## config.mk

```make
export PLATFORM = sky130hd
export DESIGN_NAME = command_line_tokenizer_flat
export DESIGN_NICKNAME = d
export VERILOG_FILES = /design/src/rtl/core/cmdtok_pkg.sv /design/src/rtl/core/cmdtok_if.sv /design/src/rtl/core/cmdtok_ram.sv /design/src/rtl/core/command_line_tokenizer.sv /design/src/flat_wrapper.sv
export SDC_FILE = /design/constraint.sdc
export NUM_CORES = 1
export LEC_CHECK = 0
export BUFFER_PORTS_ARGS = -buffer_cell sky130_fd_sc_hd__buf_2
export CAP_MARGIN = 20
export CELL_PAD_IN_SITES_DETAIL_PLACEMENT = 1
export CELL_PAD_IN_SITES_GLOBAL_PLACEMENT = 1
export CORE_ASPECT_RATIO = 0.75
export CORE_MARGIN = 8
export CORE_UTILIZATION = 55
export DETAILED_ROUTE_END_ITERATION = 8
export GPL_TIMING_DRIVEN = 0
export PLACE_DENSITY = 0.8
export SLEW_MARGIN = 5
export SYNTH_ARGS = -nofsm -noshare
export SYNTH_HDL_FRONTEND = slang
export SYNTH_HIERARCHICAL = 1
export SYNTH_SLANG_ARGS = --single-unit
```

## constraint.sdc

```tcl
create_clock -name i_clk -period 4.99 [get_ports i_clk]
set_input_delay 0.7485 -clock i_clk [delete_from_list [all_inputs] [get_ports i_clk]]
set_output_delay 0.7485 -clock i_clk [all_outputs]
set_load 0.01 [all_outputs]
```

## src/rtl/core/cmdtok_pkg.sv

```systemverilog
// constants and character helpers shared by the command line tokenizer
package cmdtok_pkg;

    localparam int BYTE_W  = 8;
    localparam int IDX_W   = 3;
    localparam int KIND_W  = 2;
    localparam int POS_W   = 7;
    localparam int VALUE_W = 32;

    localparam logic [BYTE_W-1:0] CH_BS      = 8'd8;
    localparam logic [BYTE_W-1:0] CH_LF      = 8'd10;
    localparam logic [BYTE_W-1:0] CH_CR      = 8'd13;
    localparam logic [BYTE_W-1:0] CH_SPACE   = 8'd32;
    localparam logic [BYTE_W-1:0] CH_AMP     = 8'd38;
    localparam logic [BYTE_W-1:0] CH_ZERO    = 8'd48;
    localparam logic [BYTE_W-1:0] CH_NINE    = 8'd57;
    localparam logic [BYTE_W-1:0] CH_UPPER_A = 8'd65;
    localparam logic [BYTE_W-1:0] CH_UPPER_Z = 8'd90;
    localparam logic [BYTE_W-1:0] CH_LOWER_A = 8'd97;
    localparam logic [BYTE_W-1:0] CH_LOWER_Z = 8'd122;
    localparam logic [BYTE_W-1:0] CH_DEL     = 8'd127;

    localparam logic [KIND_W-1:0] KIND_ALPHA = 2'd0;
    localparam logic [KIND_W-1:0] KIND_NUM   = 2'd1;
    localparam logic [KIND_W-1:0] KIND_AMP   = 2'd2;

    function automatic logic f_is_field(input logic [BYTE_W-1:0] c);
        return (c inside {[CH_UPPER_A:CH_UPPER_Z], [CH_LOWER_A:CH_LOWER_Z],
                          [CH_ZERO:CH_NINE], CH_AMP});
    endfunction

    function automatic logic [KIND_W-1:0] f_kind(input logic [BYTE_W-1:0] c);
        logic [KIND_W-1:0] k;
        if (c inside {[CH_ZERO:CH_NINE]}) begin
            k = KIND_NUM;
        end else if (c == CH_AMP) begin
            k = KIND_AMP;
        end else begin
            k = KIND_ALPHA;
        end
        return k;
    endfunction

endpackage

```

## src/rtl/core/cmdtok_if.sv

```systemverilog
// valid/ready channels for received bytes and for field results
interface cmdtok_rx_if;
    logic                               valid;
    logic                               ready;
    logic [cmdtok_pkg::BYTE_W-1:0]      rx_byte;

    modport source (output valid, output rx_byte, input ready);
    modport sink   (input valid, input rx_byte, output ready);
endinterface

interface cmdtok_fld_if;
    logic                               valid;
    logic                               ready;
    logic [cmdtok_pkg::IDX_W-1:0]       field_index;
    logic [cmdtok_pkg::KIND_W-1:0]      field_kind;
    logic [cmdtok_pkg::POS_W-1:0]       field_start;
    logic [cmdtok_pkg::POS_W-1:0]       field_length;
    logic [cmdtok_pkg::VALUE_W-1:0]     numeric_value;
    logic [cmdtok_pkg::IDX_W-1:0]       field_total;
    logic                               line_was_full;
    logic                               fields_dropped;
    logic                               last_of_line;

    modport source (output valid, output field_index, output field_kind,
                    output field_start, output field_length, output numeric_value,
                    output field_total, output line_was_full, output fields_dropped,
                    output last_of_line, input ready);
    modport sink   (input valid, input field_index, input field_kind,
                    input field_start, input field_length, input numeric_value,
                    input field_total, input line_was_full, input fields_dropped,
                    input last_of_line, output ready);
endinterface

```

## src/rtl/core/cmdtok_ram.sv

```systemverilog
// generic single write port, single read port ram with registered read
module cmdtok_ram #(
    parameter int WIDTH = 8,
    parameter int DEPTH = 80
) (
    input  logic                     i_clk,
    input  logic                     i_wr_en,
    input  logic [$clog2(DEPTH)-1:0] i_wr_addr,
    input  logic [WIDTH-1:0]         i_wr_data,
    input  logic [$clog2(DEPTH)-1:0] i_rd_addr,
    output logic [WIDTH-1:0]         o_rd_data
);

    logic [WIDTH-1:0] r_mem [DEPTH];
    logic [WIDTH-1:0] r_rd_data;

    always_ff @(posedge i_clk) begin
        if (i_wr_en) begin
            r_mem[i_wr_addr] <= i_wr_data;
        end
        r_rd_data <= r_mem[i_rd_addr];
    end

    assign o_rd_data = r_rd_data;

endmodule

```

## src/rtl/core/command_line_tokenizer.sv

```systemverilog
// command line tokenizer: line buffer in ram, field scan and field result output
// a byte is taken while idle; ready stays low while a line is scanned and sent
// line end: the scan reads the stored characters from ram in turn (one ram read per stored character),
// then the field results are sent one by one through the output register as it frees
// the last result waits in the output register while the next bytes are taken
// synchronous active-low reset clears the character count and control; ram is not cleared
module command_line_tokenizer #(
    parameter int LINE_CHARS  = 80,
    parameter int FIELD_LIMIT = 6
) (
    input  logic          i_clk,
    input  logic          i_rst_n,
    cmdtok_rx_if.sink     i_rx,
    cmdtok_fld_if.source  o_fld
);

    localparam int CW = $clog2(LINE_CHARS + 1);
    localparam int AW = $clog2(LINE_CHARS);
    localparam int NW = $clog2(FIELD_LIMIT + 1);
    localparam int RI = (FIELD_LIMIT > 1) ? $clog2(FIELD_LIMIT) : 1;

    typedef enum logic [1:0] {ST_IDLE, ST_SCAN, ST_FLUSH, ST_EMIT} t_state;

    typedef struct packed {
        logic [cmdtok_pkg::KIND_W-1:0]  kind;
        logic [CW-1:0]                  start;
        logic [CW-1:0]                  len;
        logic [cmdtok_pkg::VALUE_W-1:0] value;
    } t_rec;

    t_state                          r_state;
    logic [CW-1:0]                   r_count;
    logic                            r_full;
    logic [CW-1:0]                   r_rd_ptr;
    logic                            r_rd_act;
    logic [CW-1:0]                   r_pos;
    logic                            r_in_field;
    t_rec                            r_cur;
    logic [NW-1:0]                   r_nf;
    logic                            r_dropped;
    logic [NW-1:0]                   r_emit_idx;
    t_rec                            r_rec [FIELD_LIMIT];

    logic                            r_ov;
    logic [cmdtok_pkg::IDX_W-1:0]    r_o_index;
    logic [cmdtok_pkg::KIND_W-1:0]   r_o_kind;
    logic [cmdtok_pkg::POS_W-1:0]    r_o_start;
    logic [cmdtok_pkg::POS_W-1:0]    r_o_len;
    logic [cmdtok_pkg::VALUE_W-1:0]  r_o_value;
    logic [cmdtok_pkg::IDX_W-1:0]    r_o_total;
    logic                            r_o_full;
    logic                            r_o_dropped;
    logic                            r_o_last;

    logic [cmdtok_pkg::BYTE_W-1:0]   rd_data;
    logic [cmdtok_pkg::BYTE_W-1:0]   in_byte;
    logic                            in_take;
    logic                            in_erase;
    logic                            in_eol;
    logic                            in_store;
    logic                            ch_field;
    logic [cmdtok_pkg::VALUE_W-1:0]  n_value;
    logic                            commit;
    logic                            out_free;
    t_rec                            emit_rec;

    assign in_byte  = i_rx.rx_byte;
    assign in_take  = i_rx.valid && i_rx.ready;
    assign in_erase = (in_byte == cmdtok_pkg::CH_BS) || (in_byte == cmdtok_pkg::CH_DEL);
    assign in_eol   = (in_byte == cmdtok_pkg::CH_CR) || (in_byte == cmdtok_pkg::CH_LF);
    assign in_store = !in_erase && !in_eol && (in_byte >= cmdtok_pkg::CH_SPACE);

    assign i_rx.ready = (r_state == ST_IDLE);

    cmdtok_ram #(
        .WIDTH (cmdtok_pkg::BYTE_W),
        .DEPTH (LINE_CHARS)
    ) u_line_ram (
        .i_clk     (i_clk),
        .i_wr_en   (in_take && in_store),
        .i_wr_addr (r_count[AW-1:0]),
        .i_wr_data (in_byte),
        .i_rd_addr (r_rd_ptr[AW-1:0]),
        .o_rd_data (rd_data)
    );

    // value = value * 10 + c - '0', wrapping
    assign ch_field = cmdtok_pkg::f_is_field(rd_data);
    assign n_value  = {r_cur.value[cmdtok_pkg::VALUE_W-4:0], 3'b000}
                    + {r_cur.value[cmdtok_pkg::VALUE_W-2:0], 1'b0}
                    + cmdtok_pkg::VALUE_W'(rd_data)
                    - cmdtok_pkg::VALUE_W'(cmdtok_pkg::CH_ZERO);

    // a field closes on a delimiter or at the end of the line
    assign commit = r_in_field &&
                    (((r_state == ST_SCAN) && r_rd_act && !ch_field) ||
                     (r_state == ST_FLUSH));

    assign out_free = !r_ov || o_fld.ready;
    assign emit_rec = r_rec[r_emit_idx[RI-1:0]];

    always_ff @(posedge i_clk) begin
        if (!i_rst_n) begin
            r_state    <= ST_IDLE;
            r_count    <= '0;
            r_full     <= 1'b0;
            r_rd_ptr   <= '0;
            r_rd_act   <= 1'b0;
            r_pos      <= '0;
            r_in_field <= 1'b0;
            r_nf       <= '0;
            r_dropped  <= 1'b0;
            r_emit_idx <= '0;
            r_ov       <= 1'b0;
        end else begin
            // in emit a taken word is replaced by the next one
            if (o_fld.valid && o_fld.ready && (r_state != ST_EMIT)) begin
                r_ov <= 1'b0;
            end

            if (commit) begin
                if (r_nf < NW'(FIELD_LIMIT)) begin
                    r_rec[r_nf[RI-1:0]] <= r_cur;
                    r_nf                <= r_nf + 1'b1;
                end else begin
                    r_dropped <= 1'b1;
                end
            end

            case (r_state)
                ST_IDLE: begin
                    r_rd_ptr   <= '0;
                    r_rd_act   <= 1'b0;
                    r_pos      <= '0;
                    r_in_field <= 1'b0;
                    r_nf       <= '0;
                    r_dropped  <= 1'b0;
                    r_emit_idx <= '0;
                    if (in_take) begin
                        if (in_erase) begin
                            if (r_count != '0) begin
                                r_count <= r_count - 1'b1;
                            end
                        end else if (in_eol) begin
                            r_full  <= 1'b0;
                            r_state <= ST_SCAN;
                        end else if (in_store) begin
                            r_count <= r_count + 1'b1;
                            if (r_count + CW'(1) == CW'(LINE_CHARS)) begin
                                r_full  <= 1'b1;
                                r_state <= ST_SCAN;
                            end
                        end
                    end
                end

                ST_SCAN: begin
                    if (r_rd_ptr != r_count) begin
                        r_rd_ptr <= r_rd_ptr + 1'b1;
                        r_rd_act <= 1'b1;
                    end else begin
                        r_rd_act <= 1'b0;
                        if (!r_rd_act) begin
                            r_state <= ST_FLUSH;
                        end
                    end
                    if (r_rd_act) begin
                        r_pos <= r_pos + 1'b1;
                        if (ch_field) begin
                            r_in_field <= 1'b1;
                            if (!r_in_field) begin
                                r_cur.kind  <= cmdtok_pkg::f_kind(rd_data);
                                r_cur.start <= r_pos;
                                r_cur.len   <= CW'(1);
                                r_cur.value <= cmdtok_pkg::VALUE_W'(rd_data)
                                             - cmdtok_pkg::VALUE_W'(cmdtok_pkg::CH_ZERO);
                            end else begin
                                r_cur.len   <= r_cur.len + 1'b1;
                                r_cur.value <= n_value;
                            end
                        end else begin
                            r_in_field <= 1'b0;
                        end
                    end
                end

                ST_FLUSH: begin
                    r_in_field <= 1'b0;
                    r_count    <= '0;
                    r_state    <= ST_EMIT;
                end

                ST_EMIT: begin
                    if (out_free) begin
                        r_ov     <= 1'b1;
                        r_o_full <= r_full;
                        if (r_nf == '0) begin
                            // line without fields gives one empty word
                            r_o_index   <= '0;
                            r_o_kind    <= '0;
                            r_o_start   <= '0;
                            r_o_len     <= '0;
                            r_o_value   <= '0;
                            r_o_total   <= '0;
                            r_o_dropped <= 1'b0;
                            r_o_last    <= 1'b1;
                            r_state     <= ST_IDLE;
                        end else begin
                            r_o_index   <= cmdtok_pkg::IDX_W'(r_emit_idx);
                            r_o_kind    <= emit_rec.kind;
                            r_o_start   <= cmdtok_pkg::POS_W'(emit_rec.start);
                            r_o_len     <= cmdtok_pkg::POS_W'(emit_rec.len);
                            r_o_value   <= (emit_rec.kind == cmdtok_pkg::KIND_NUM) ?
                                           emit_rec.value : '0;
                            r_o_total   <= cmdtok_pkg::IDX_W'(r_nf);
                            r_o_dropped <= r_dropped;
                            r_o_last    <= (r_emit_idx + 1'b1 == r_nf);
                            r_emit_idx  <= r_emit_idx + 1'b1;
                            if (r_emit_idx + 1'b1 == r_nf) begin
                                r_state <= ST_IDLE;
                            end
                        end
                    end
                end

                default: begin
                    r_state <= ST_IDLE;
                end
            endcase
        end
    end

    assign o_fld.valid          = r_ov;
    assign o_fld.field_index    = r_o_index;
    assign o_fld.field_kind     = r_o_kind;
    assign o_fld.field_start    = r_o_start;
    assign o_fld.field_length   = r_o_len;
    assign o_fld.numeric_value  = r_o_value;
    assign o_fld.field_total    = r_o_total;
    assign o_fld.line_was_full  = r_o_full;
    assign o_fld.fields_dropped = r_o_dropped;
    assign o_fld.last_of_line   = r_o_last;

endmodule
```

## src/flat_wrapper.sv

```systemverilog
// flat-port wrapper written by rule: the top's interface ports become plain ports
module command_line_tokenizer_flat 
#(
    parameter int LINE_CHARS  = 80,
    parameter int FIELD_LIMIT = 6
)
  (i_clk, i_rst_n, i_rx_valid, i_rx_rx_byte, i_rx_ready, o_fld_valid, o_fld_field_index, o_fld_field_kind, o_fld_field_start, o_fld_field_length, o_fld_numeric_value, o_fld_field_total, o_fld_line_was_full, o_fld_fields_dropped, o_fld_last_of_line, o_fld_ready);
  cmdtok_rx_if i_rx_i ();
  cmdtok_fld_if o_fld_i ();
  input  logic i_clk;
  input  logic i_rst_n;
  input wire logic [$bits(i_rx_i.valid)-1:0] i_rx_valid;
  input wire logic [$bits(i_rx_i.rx_byte)-1:0] i_rx_rx_byte;
  output wire logic [$bits(i_rx_i.ready)-1:0] i_rx_ready;
  output wire logic [$bits(o_fld_i.valid)-1:0] o_fld_valid;
  output wire logic [$bits(o_fld_i.field_index)-1:0] o_fld_field_index;
  output wire logic [$bits(o_fld_i.field_kind)-1:0] o_fld_field_kind;
  output wire logic [$bits(o_fld_i.field_start)-1:0] o_fld_field_start;
  output wire logic [$bits(o_fld_i.field_length)-1:0] o_fld_field_length;
  output wire logic [$bits(o_fld_i.numeric_value)-1:0] o_fld_numeric_value;
  output wire logic [$bits(o_fld_i.field_total)-1:0] o_fld_field_total;
  output wire logic [$bits(o_fld_i.line_was_full)-1:0] o_fld_line_was_full;
  output wire logic [$bits(o_fld_i.fields_dropped)-1:0] o_fld_fields_dropped;
  output wire logic [$bits(o_fld_i.last_of_line)-1:0] o_fld_last_of_line;
  input wire logic [$bits(o_fld_i.ready)-1:0] o_fld_ready;
  assign i_rx_i.valid = i_rx_valid;
  assign i_rx_i.rx_byte = i_rx_rx_byte;
  assign i_rx_ready = i_rx_i.ready;
  assign o_fld_valid = o_fld_i.valid;
  assign o_fld_field_index = o_fld_i.field_index;
  assign o_fld_field_kind = o_fld_i.field_kind;
  assign o_fld_field_start = o_fld_i.field_start;
  assign o_fld_field_length = o_fld_i.field_length;
  assign o_fld_numeric_value = o_fld_i.numeric_value;
  assign o_fld_field_total = o_fld_i.field_total;
  assign o_fld_line_was_full = o_fld_i.line_was_full;
  assign o_fld_fields_dropped = o_fld_i.fields_dropped;
  assign o_fld_last_of_line = o_fld_i.last_of_line;
  assign o_fld_i.ready = o_fld_ready;
  command_line_tokenizer #(.LINE_CHARS(LINE_CHARS), .FIELD_LIMIT(FIELD_LIMIT)) u_core (.i_clk(i_clk), .i_rst_n(i_rst_n), .i_rx(i_rx_i), .o_fld(o_fld_i));
endmodule
```

==> results of run 1 <==
-- sequential cells by signal, summed over array words and instances, names as in the netlist, 2 cells and up, named ones only --
name	flops
u_core/r_state	2
u_core/o_fld.field_length	7
u_core/o_fld.field_total	3
u_core/u_line_ram/r_mem	640
u_core/r_count	7
u_core/o_fld.field_start	7
u_core/u_line_ram/o_rd_data	8
u_core/r_rec	288
u_core/o_fld.field_kind	2
u_core/o_fld.numeric_value	32
u_core/o_fld.field_index	3
u_core/r_emit_idx	3
u_core/r_cur	48
u_core/r_rd_ptr	7
u_core/r_pos	7
u_core/r_nf	3
-- per-stage QoR --
| step | instance area (µm²) | hold WS, ns | TNS (ns) | power [mW] | utilization, % |
|---|---|---|---|---|---|
| final | 49550 | 0.4548 | 0 | 17.88 | 61.80 |
| after global placement | 46100 | 0.4335 | -85.14 | 10.37 | 57.50 |
| after floorplan | 44430 | 0.4090 | 0 | 10.22 | - |
| after global routing | 49550 | 0.4672 | 0 | 18.28 | 61.80 |
| after detailed placement | 46270 | 0.4395 | -2.994 | 10.40 | 57.71 |
| after CTS | 49510 | 0.4264 | 0 | 17.98 | 61.75 |
-- where the power goes --
part | internal [mW] | switching (mW)
combinational | 0.0851 | 0.241
sequential | 9.88 | 0.0163
clock | 4.35 | 3.31
-- layout by cell type (no fill, tap or decap), types with 16 or more instances in the layout --
cell | netlist | layout
clkbuf_1 | 57 | 77
buf_2 | 32 | 99
nand4_1 | 25 | 25
a21oi_1 | 56 | 56
clkinv_2 | 0 | 16
mux4_2 | 214 | 214
xnor2_1 | 23 | 23
a211oi_1 | 50 | 50
edfxtp_1 | 1033 | 1033
nor2_1 | 187 | 185
o21ai_0 | 43 | 43
a22oi_1 | 48 | 48
inv_1 | 111 | 111
nor2b_1 | 17 | 17
clkinv_1 | 0 | 21
mux2i_1 | 83 | 83
dfxtp_1 | 45 | 45
clkbuf_16 | 0 | 103
ha_1 | 100 | 100
nand3_1 | 36 | 36
nand2_1 | 75 | 75
xor2_1 | 18 | 18
buf_1 | 20 | 20
-- cells by family after synthesis --
kind of cell | after synthesis | synth area share [%]
flops | 1078 | 71.84
buf+inv | 230 | 2.177
compound gates | 286 | 4.396
mux | 302 | 12.91
fa+ha+maj | 106 | 3.086
simple gates | 437 | 4.725
xor+xnor | 42 | 0.8589
-- layer usage --
metal	vias to the layer above	track usage, %
met5	-	0
met4	4	6.334
met3	204	6.067
met2	1202	39.27
met1	12900	36.46
li1	10280	-
-- final cells by class --
type                            instances  share of cell area (%)
Timing Repair Buffer                   81                   1.068
Tap cell                             1058                   2.671
Multi-Input combinational cell       1173                   23.35
Clock buffer                          127                   5.464
Sequential cell                      1078                   64.42
Inverter                              111                  0.8408
Clock inverter                         53                   1.073
Buffer                                119                   1.111
-- worst paths after layout --
check,slack [ns],depth (start not counted),from,end
max,0.24,13,u_core/r_cur[0],u_core/r_cur[31]
min,0.45,0,u_core/r_full,u_core/o_fld.line_was_full
max reg2reg,0.24,13,u_core/r_cur[0],u_core/r_cur[31]
min reg2reg,0.45,0,u_core/r_full,u_core/o_fld.line_was_full
==> metrics.txt, run 1 <==
status=completed; Die Footprint=90230 µm²; number of H-tree levels=3; Clock Latency Late Sink=0.66 ns; critical path's slowest cell=a221oi_1; placed cells=3617; number of flops mapped to enable cells by yosys=roughly 1000; cell family with most CP delay=compound AO/OA/AOI/OAI gates; min-delay worst type=flop to flop; DR pass1 iterations=6; asr flop ratio synth=0%; CTS buffer count=101; IO Pins=71; worst-path cell chain=inv_1 > fa_1 > inv_1 > ha_1 > ha_1 > fa_1 > a21o_1 > a221oi_1 > a2bb2oi_1 > a21oi_1 > o21ai_0 > xnor2_1 > o21ai_0; Final Cycle Share=a little over nine tenths; largest stage delay on the critical path=0.62 ns; RSZ-0062 raised after global routing=no; DRC=0; Worst Path Arrival=5.13 ns; Fin. Hold Viols=0; global placement routability congestion=0.8946; register area=31920 µm²; drt total wl=114000 µm; Top Metal Used=met5; hold bufs inserted after CTS=0; met1 WL=between 40000 and 50000 µm; top post-synthesis cells by count=1033 x edfxtp_1, 214 x mux4_2, 187 x nor2_1; most common cell in the synthesized netlist=edfxtp_1; total number of vias=24580; Peak VDD IR=0.3199 mV; post-CTS repair timing setup buffer count=0; core area=80180 µm²; cell taking the most area after synthesis=edfxtp_1; number of max-cap violations=0; initial drt markers=2527; Final ANT Viol Nets=0; grt ovf=0; fin. max-slew vios=0; synth top area cells=edfxtp_1 70%, mux4_2 11%, ha_1 2.8%; CP Max Fanout=8; Multi-input gate area=11570 µm²; minimum clock period=4.748 ns; PortBufs=70; global-route wire length before repair=168800 µm; antenna cell count=0; Worst Path Required=5.37 ns; Root Driver=clkbuf_16; Synth Instances=2481; Yosys reg bits=1078; Worst-path clk slew=0.07 ns; Clock Sinks=1078; Crit. End Element=flop; row count=90; antenna violations before repair=2; PwrDens=~360 nW/µm²; P_leak=around 16 nW; dpl ws=-0.1036 ns; Syn Nets=2599; Primary FF master, synth=edfxtp_1; top cell type's share of synthesized area=69.82%; final setup margin=0.2416 ns; post-cts resize count=0; final setup fails=0; Worst Skew=0.01713 ns; share of post-route cells with drive strength above 1=18.31%; WL met2=52500 µm; Final Non-Filler Cells=3800; Die Width=about 340 µm; Setup CP Type=flop to flop; Distinct cells, synth=69; Slew headroom=29.11%; pin count of the biggest net entering global routing=87; Worst Setup Start Kind=flop; Starting Density=55.42%; yosys warns=6; total track usage=between 20% and 30%; Synth Cell Area=~44000 µm²; Seq/Total Area, Yosys=71.84%; vias in the first global route=25760; Post-DP HPWL=73660 µm; Tightest Pin Transition=~1.1 ns; Area growth, synth to finish=11.53%; Avg Inst Size Synth=17.91 µm²; fin nets=2783; WL met3=10570 µm; die span in y=262.1 µm; maximum operating frequency=roughly 210 MHz; Vias/cell=6.469; Avg WL per Cell=30.00 µm; fillcell total=6954; WP buf/inv=2; CTS max path bufs=3; CTS tree=done
Note: power is estimated with default switching activity, not from simulation.
==> run 2: changes to the inputs <==
CELL_PAD_IN_SITES_DETAIL_PLACEMENT = not set   (was 1)
CELL_PAD_IN_SITES_GLOBAL_PLACEMENT = not set   (was 1)
PLACE_DENSITY = 0.71   (was 0.8)
==> run 2 against run 1 <==
Worst hold slack improved by 0.0046 ns; first-iteration DRC count increased by 7.7%; sequential power about the same; final area about the same; die area unchanged; core utilization about the same; global-route usage decreased by 3.4 points; highest routed layer unchanged.
==> metrics.txt, run 2 (synthesis results as in run 1) <==
Crit. End Element=flop; global-route wire length before repair=147600 µm; fin nets=2785; combinational power share=1.8%; PortBufs=70; WHS=0.4594 ns; core area=between 80000 and 90000 µm²; Final Non-Filler Cells=3806; Die Width=roughly 340 µm; P_leak=15.72 nW; net load switching power=3.452 mW; Clk pwr share=42.5%; commonest cells after routing, fill and taps aside=1033 x edfxtp_1, 214 x mux4_2, 185 x nor2_1; Final ANT Viol Nets=0; share of post-route cells with drive strength above 1=18.49%; Worst Path Arrival=4.98 ns; Hold EP=u_core/o_fld.line_was_full; pin count of the biggest net entering global routing=87; total number of vias=23640; grt ovf=0; CP Max Fanout=8; number of H-tree levels=3; largest stage delay on the critical path=between 0.6 and 0.7 ns; die span in y=around 260 µm; Cell Int Power=14.29 mW; setup total negative slack=0 ns; minimum clock period=4.605 ns; Clock Sinks=1078; worst-path cell chain=inv_1 > fa_1 > inv_1 > ha_1 > ha_1 > fa_1 > a21o_1 > a221oi_1 > a2bb2oi_1 > a21oi_1 > o21ai_0 > xnor2_1 > o21ai_0; WP buf/inv=2; post-CTS repair timing setup buffer count=0; CTS buffer count=101; Tightest Pin Transition=1.050 ns; register area=31920 µm²; status=completed; row count=90; CTS tree=done; Multi-input gate area=11570 µm²; Root Driver=clkbuf_16; dpl ws=-0.02739 ns; PwrDens=roughly 360 nW/µm²; Clock Latency Late Sink=0.67 ns; most common cell after layout, fill and taps aside=edfxtp_1; Worst Path Required=5.37 ns; Die Footprint=between 90000 and 100000 µm²; fin. max-slew vios=0; critical path's slowest cell=a221oi_1; antenna cell count=0; Avg WL per Cell=25.89 µm; final setup fails=0; Slew headroom=29.81%; Worst-path clk slew=0.06 ns; min-delay src=u_core/r_full; Biggest register=u_core/u_line_ram/r_mem; number of max-cap violations=0; Starting Density=55.42%; Fin. Hold Viols=0; total power=between 15 and 20 mW; cell family with most CP delay=compound AO/OA/AOI/OAI gates; worst reg2reg path depth=13; Final Cycle Share=approximately 92%; Area growth, synth to finish=11.59%; Vias/cell=around 6.2; initial drt markers=2721; R2R Path Start=u_core/r_cur[0]; min-delay worst type=flop to flop; placed cells=around 3600; Post-DP HPWL=64270 µm; global placement routability congestion=between 0.8 and 0.9; worst reg2reg setup slack=0.39 ns; post-cts resize count=0; Setup CP Type=flop to flop; hold bufs inserted after CTS=0; Peak VDD IR=0.3178 mV; RSZ-0062 raised after global routing=no; Worst Skew=roughly 0.022 ns; Hold Path Stages=0; fillcell total=5628; total track usage=21.86%; IO Pins=71; Sequential Power Share=~56%; vias in the first global route=around 23000; Reg-to-Reg End=u_core/r_cur[31]; antenna violations before repair=2; final setup margin=0.3854 ns; CTS max path bufs=3; Largest register FFs=640; DR pass1 iterations=5; Switching Fraction=about a fifth; DRC=0; Worst Setup Start Kind=flop; drt total wl=98530 µm; maximum operating frequency=around 220 MHz
[run 2: changes by cell type in the layout (fill, tap and decap cells not counted), sizes merged]
| cell | change |
|---|---|
| clkinv | +3 |
| buf | +2 |
| clkbuf | +2 |
| bufinv | -1 |
| clkinvlp | +1 |
| inv | -1 |
[run 2: cell type report]
class,instances,area share (%)
clock inverter,55,1.068
buffer,119,1.110
tap,1058,2.670
timing repair buffer,83,1.085
inverter,111,0.8404
sequential,1078,64.39
clock buffer,129,5.499
multi-input combinational,1173,23.34
[run 2: layer usage]
metal  wire length, µm  share of wire [%]  GRT usage (%)  up-vias
met5                13              0.013              0        -
met2             43400                 44          31.84     1027
met1             44250                 45          34.21    12200
li1                  -                  -              -    10290
met3              9483                9.6          4.936      123
met4              1385                1.4          4.114        2
[run 2: how the worst max path moves through the flow]
stage                         start                        endpoint  cells after the start
detailed placement  i_rx_rx_byte[5]  u_core/u_line_ram/r_mem[38][2]                     12
global placement            i_rst_n   u_core/o_fld.numeric_value[2]                      4
finish              u_core/r_cur[0]                u_core/r_cur[31]                     13
global route        u_core/r_cur[0]                u_core/r_cur[31]                     13
floorplan                   i_rst_n     u_core/o_fld.field_index[0]                      3
CTS                 u_core/r_cur[0]                u_core/r_cur[25]                     13
[run 2: stage by stage]
step	instance area, µm²	util (%)
floorplan	44430	-
global placement	46100	57.50
detailed placement	46270	57.72
CTS	49530	61.78
global route	49580	61.84
finish	49580	61.84
[run 2: worst reg2reg max path, cell delays in order, from the launching register on]
cell       delay, ns
edfxtp_1        0.49
inv_1           0.11
fa_1            0.56
inv_1           0.05
ha_1            0.27
ha_1            0.23
fa_1            0.48
a21o_1          0.20
a221oi_1        0.61
a2bb2oi_1       0.53
a21oi_1         0.28
o21ai_0         0.28
xnor2_1         0.14
o21ai_0         0.09
[run 2: power groups by stage]
stage / Clock, mW / Combinational, mW / Sequential, mW
2_1_floorplan: 0 / 0.139 / 10.1
3_3_place_gp: 0 / 0.287 / 10.1
3_5_place_dp: 0 / 0.309 / 10.1
4_1_cts: 7.68 / 0.310 / 9.89
5_1_grt: 8.01 / 0.341 / 9.89
6_report: 7.54 / 0.313 / 9.89
==> run 3: changes to the inputs <==
CELL_PAD_IN_SITES_DETAIL_PLACEMENT = 0   (was not set)
CELL_PAD_IN_SITES_GLOBAL_PLACEMENT = 1   (was not set)
PLACE_DENSITY = 0.8   (was 0.71)
==> run 3 against run 2 <==
Setup slack worse by 0.064 ns; sequential power about the same; wire length up 0.65%; cell count down 0.11%; global-route usage up 0.16 points; total power down 0.73%; register-to-register slack worse by 0.06 ns; critical path type unchanged; count of clock-buffer cells in the layout down 8.
==> metrics.txt, run 3 (synthesis results as in run 1) <==
Vias/cell=6.255; Die Width=344.2 µm; CTS buffer count=100; minimum clock period=4.668 ns; IO Pins=71; hold bufs inserted after CTS=0; Final Non-Filler Cells=3802; maximum operating frequency=214.2 MHz; Post-DP HPWL=64660 µm; Avg WL per Cell=26.08 µm; PwrDens=355.7 nW/µm²; Largest register FFs=640; most common cell after layout, fill and taps aside=edfxtp_1; DR pass1 iterations=6; number of H-tree levels=3; share of post-route cells with drive strength above 1=18.59%; post-cts resize count=0; row count=90; Worst Skew=0.02247 ns; Final Util=61.75%; Crit. End Element=flop; fillcell total=5646; die span in y=262.1 µm; drt total wl=99170 µm; critical path's slowest cell=a221oi_1; status=completed; final setup fails=0; Reg-to-Reg End=u_core/r_cur[31]; CP Max Fanout=8; core area=80180 µm²; Worst Path Arrival=roughly 5.0 ns; Fin. Hold Viols=0; DP Area=46270 µm²; fin. max-slew vios=0; min-delay worst type=flop to flop; total track usage=22.03%; global-route wire length before repair=148600 µm; pin count of the biggest net entering global routing=87; worst reg2reg path depth=13; Final Cycle Share=93.56%; Worst Setup Start Kind=flop; Die Footprint=approximately 90000 µm²; CTS max path bufs=3; register area=about 32000 µm²; RSZ-0062 raised after global routing=no; placed cells=3617; min-delay src=u_core/r_dropped; global placement routability congestion=between 0.8 and 0.9; vias in the first global route=23270; initial drt markers=2326; Worst-path clk slew=0.06 ns; Clock Sinks=around 1100; Hold EP=u_core/r_dropped; total number of vias=around 24000; Setup CP Type=flop to flop; Multi-input gate area=11570 µm²; post-CTS repair timing setup buffer count=0; Biggest register=u_core/u_line_ram/r_mem; Starting Density=about 55%; number of max-cap violations=0; DRC=0; total power=17.61 mW; Clock Latency Late Sink=0.66 ns; R2R Path Start=u_core/r_cur[0]; Slew headroom=31.17%; Tightest Pin Transition=1.030 ns; antenna violations before repair=1; P_leak=15.68 nW; CTS tree=done; worst reg2reg setup slack=0.32 ns; grt ovf=0; Final ANT Viol Nets=0; largest stage delay on the critical path=0.64 ns; antenna cell count=0; commonest cells after routing, fill and taps aside=1033 x edfxtp_1, 214 x mux4_2, 185 x nor2_1; Root Driver=clkbuf_16; Area growth, synth to finish=11.44%; PortBufs=70; fin nets=2782; post-route cell area=between 40000 and 50000 µm²; Worst Path Required=5.36 ns; worst-path cell chain=inv_1 > fa_1 > inv_1 > ha_1 > ha_1 > fa_1 > a21o_1 > a221oi_1 > a2bb2oi_1 > a21oi_1 > o21ai_0 > xnor2_1 > o21ai_0; Hold Path Stages=2; Peak VDD IR=approximately 0.25 mV
==> run 3: layout make-up <==
cell class | instances | area share [%]
Buffer | 119 | 1.112
Tap cell | 1058 | 2.674
Timing Repair Buffer | 81 | 1.077
Sequential cell | 1078 | 64.47
Inverter | 111 | 0.8415
Multi-Input combinational cell | 1173 | 23.37
Clock inverter | 61 | 1.071
Clock buffer | 121 | 5.380
==> run 3: per-stage QoR <==
step | hold slack (ns) | TNS [ns] | setup WS (ns)
4_1_cts | 0.4225 | 0 | 0.3621
5_1_grt | 0.4663 | 0 | 0.07812
3_5_place_dp | 0.4459 | -0.5623 | -0.07113
3_3_place_gp | 0.4335 | -85.14 | -0.5451
6_report | 0.4599 | 0 | 0.3216
2_1_floorplan | 0.4090 | 0 | 1.083
==> run 3: per-layer routing <==
layer / track usage, % / vias to the layer above / routed length [µm]
li1: - / 10270 / -
met1: 34.93 / 12350 / 45310
met2: 31.32 / 1030 / 42520
met3: 4.777 / 130 / 9524
met4: 4.951 / 2 / 1802
met5: 0 / - / 12
==> run 3: power breakdown <==
group | switching (mW) | internal (mW)
Sequential | 0.0143 | 9.88
Combinational | 0.228 | 0.0834
Clock | 3.24 | 4.17
==> run 3: how the worst max path moves through the flow <==
stage                     depth (start not counted)  slack (ns)                              to            start
after detailed placement                         12       -0.07  u_core/u_line_ram/r_mem[30][3]  i_rx_rx_byte[7]
after global routing                             13        0.08                u_core/r_cur[31]  u_core/r_cur[0]
after floorplan                                   3        1.08     u_core/o_fld.field_index[0]          i_rst_n
final                                            13        0.32                u_core/r_cur[31]  u_core/r_cur[0]
after CTS                                        13        0.36                u_core/r_cur[31]  u_core/r_cur[0]
after global placement                            4       -0.55  u_core/o_fld.numeric_value[13]          i_rst_n
==> run 3: worst max-delay path, delay by kind of cell, from the launching register on <==
family / cells / cell delay [ns]
AO/OA/AOI/OAI: 6 / 2.04
XOR/XNOR: 1 / 0.14
adder cells (fa/ha/maj): 4 / 1.52
buffers and inverters: 2 / 0.15
flip-flops: 1 / 0.51
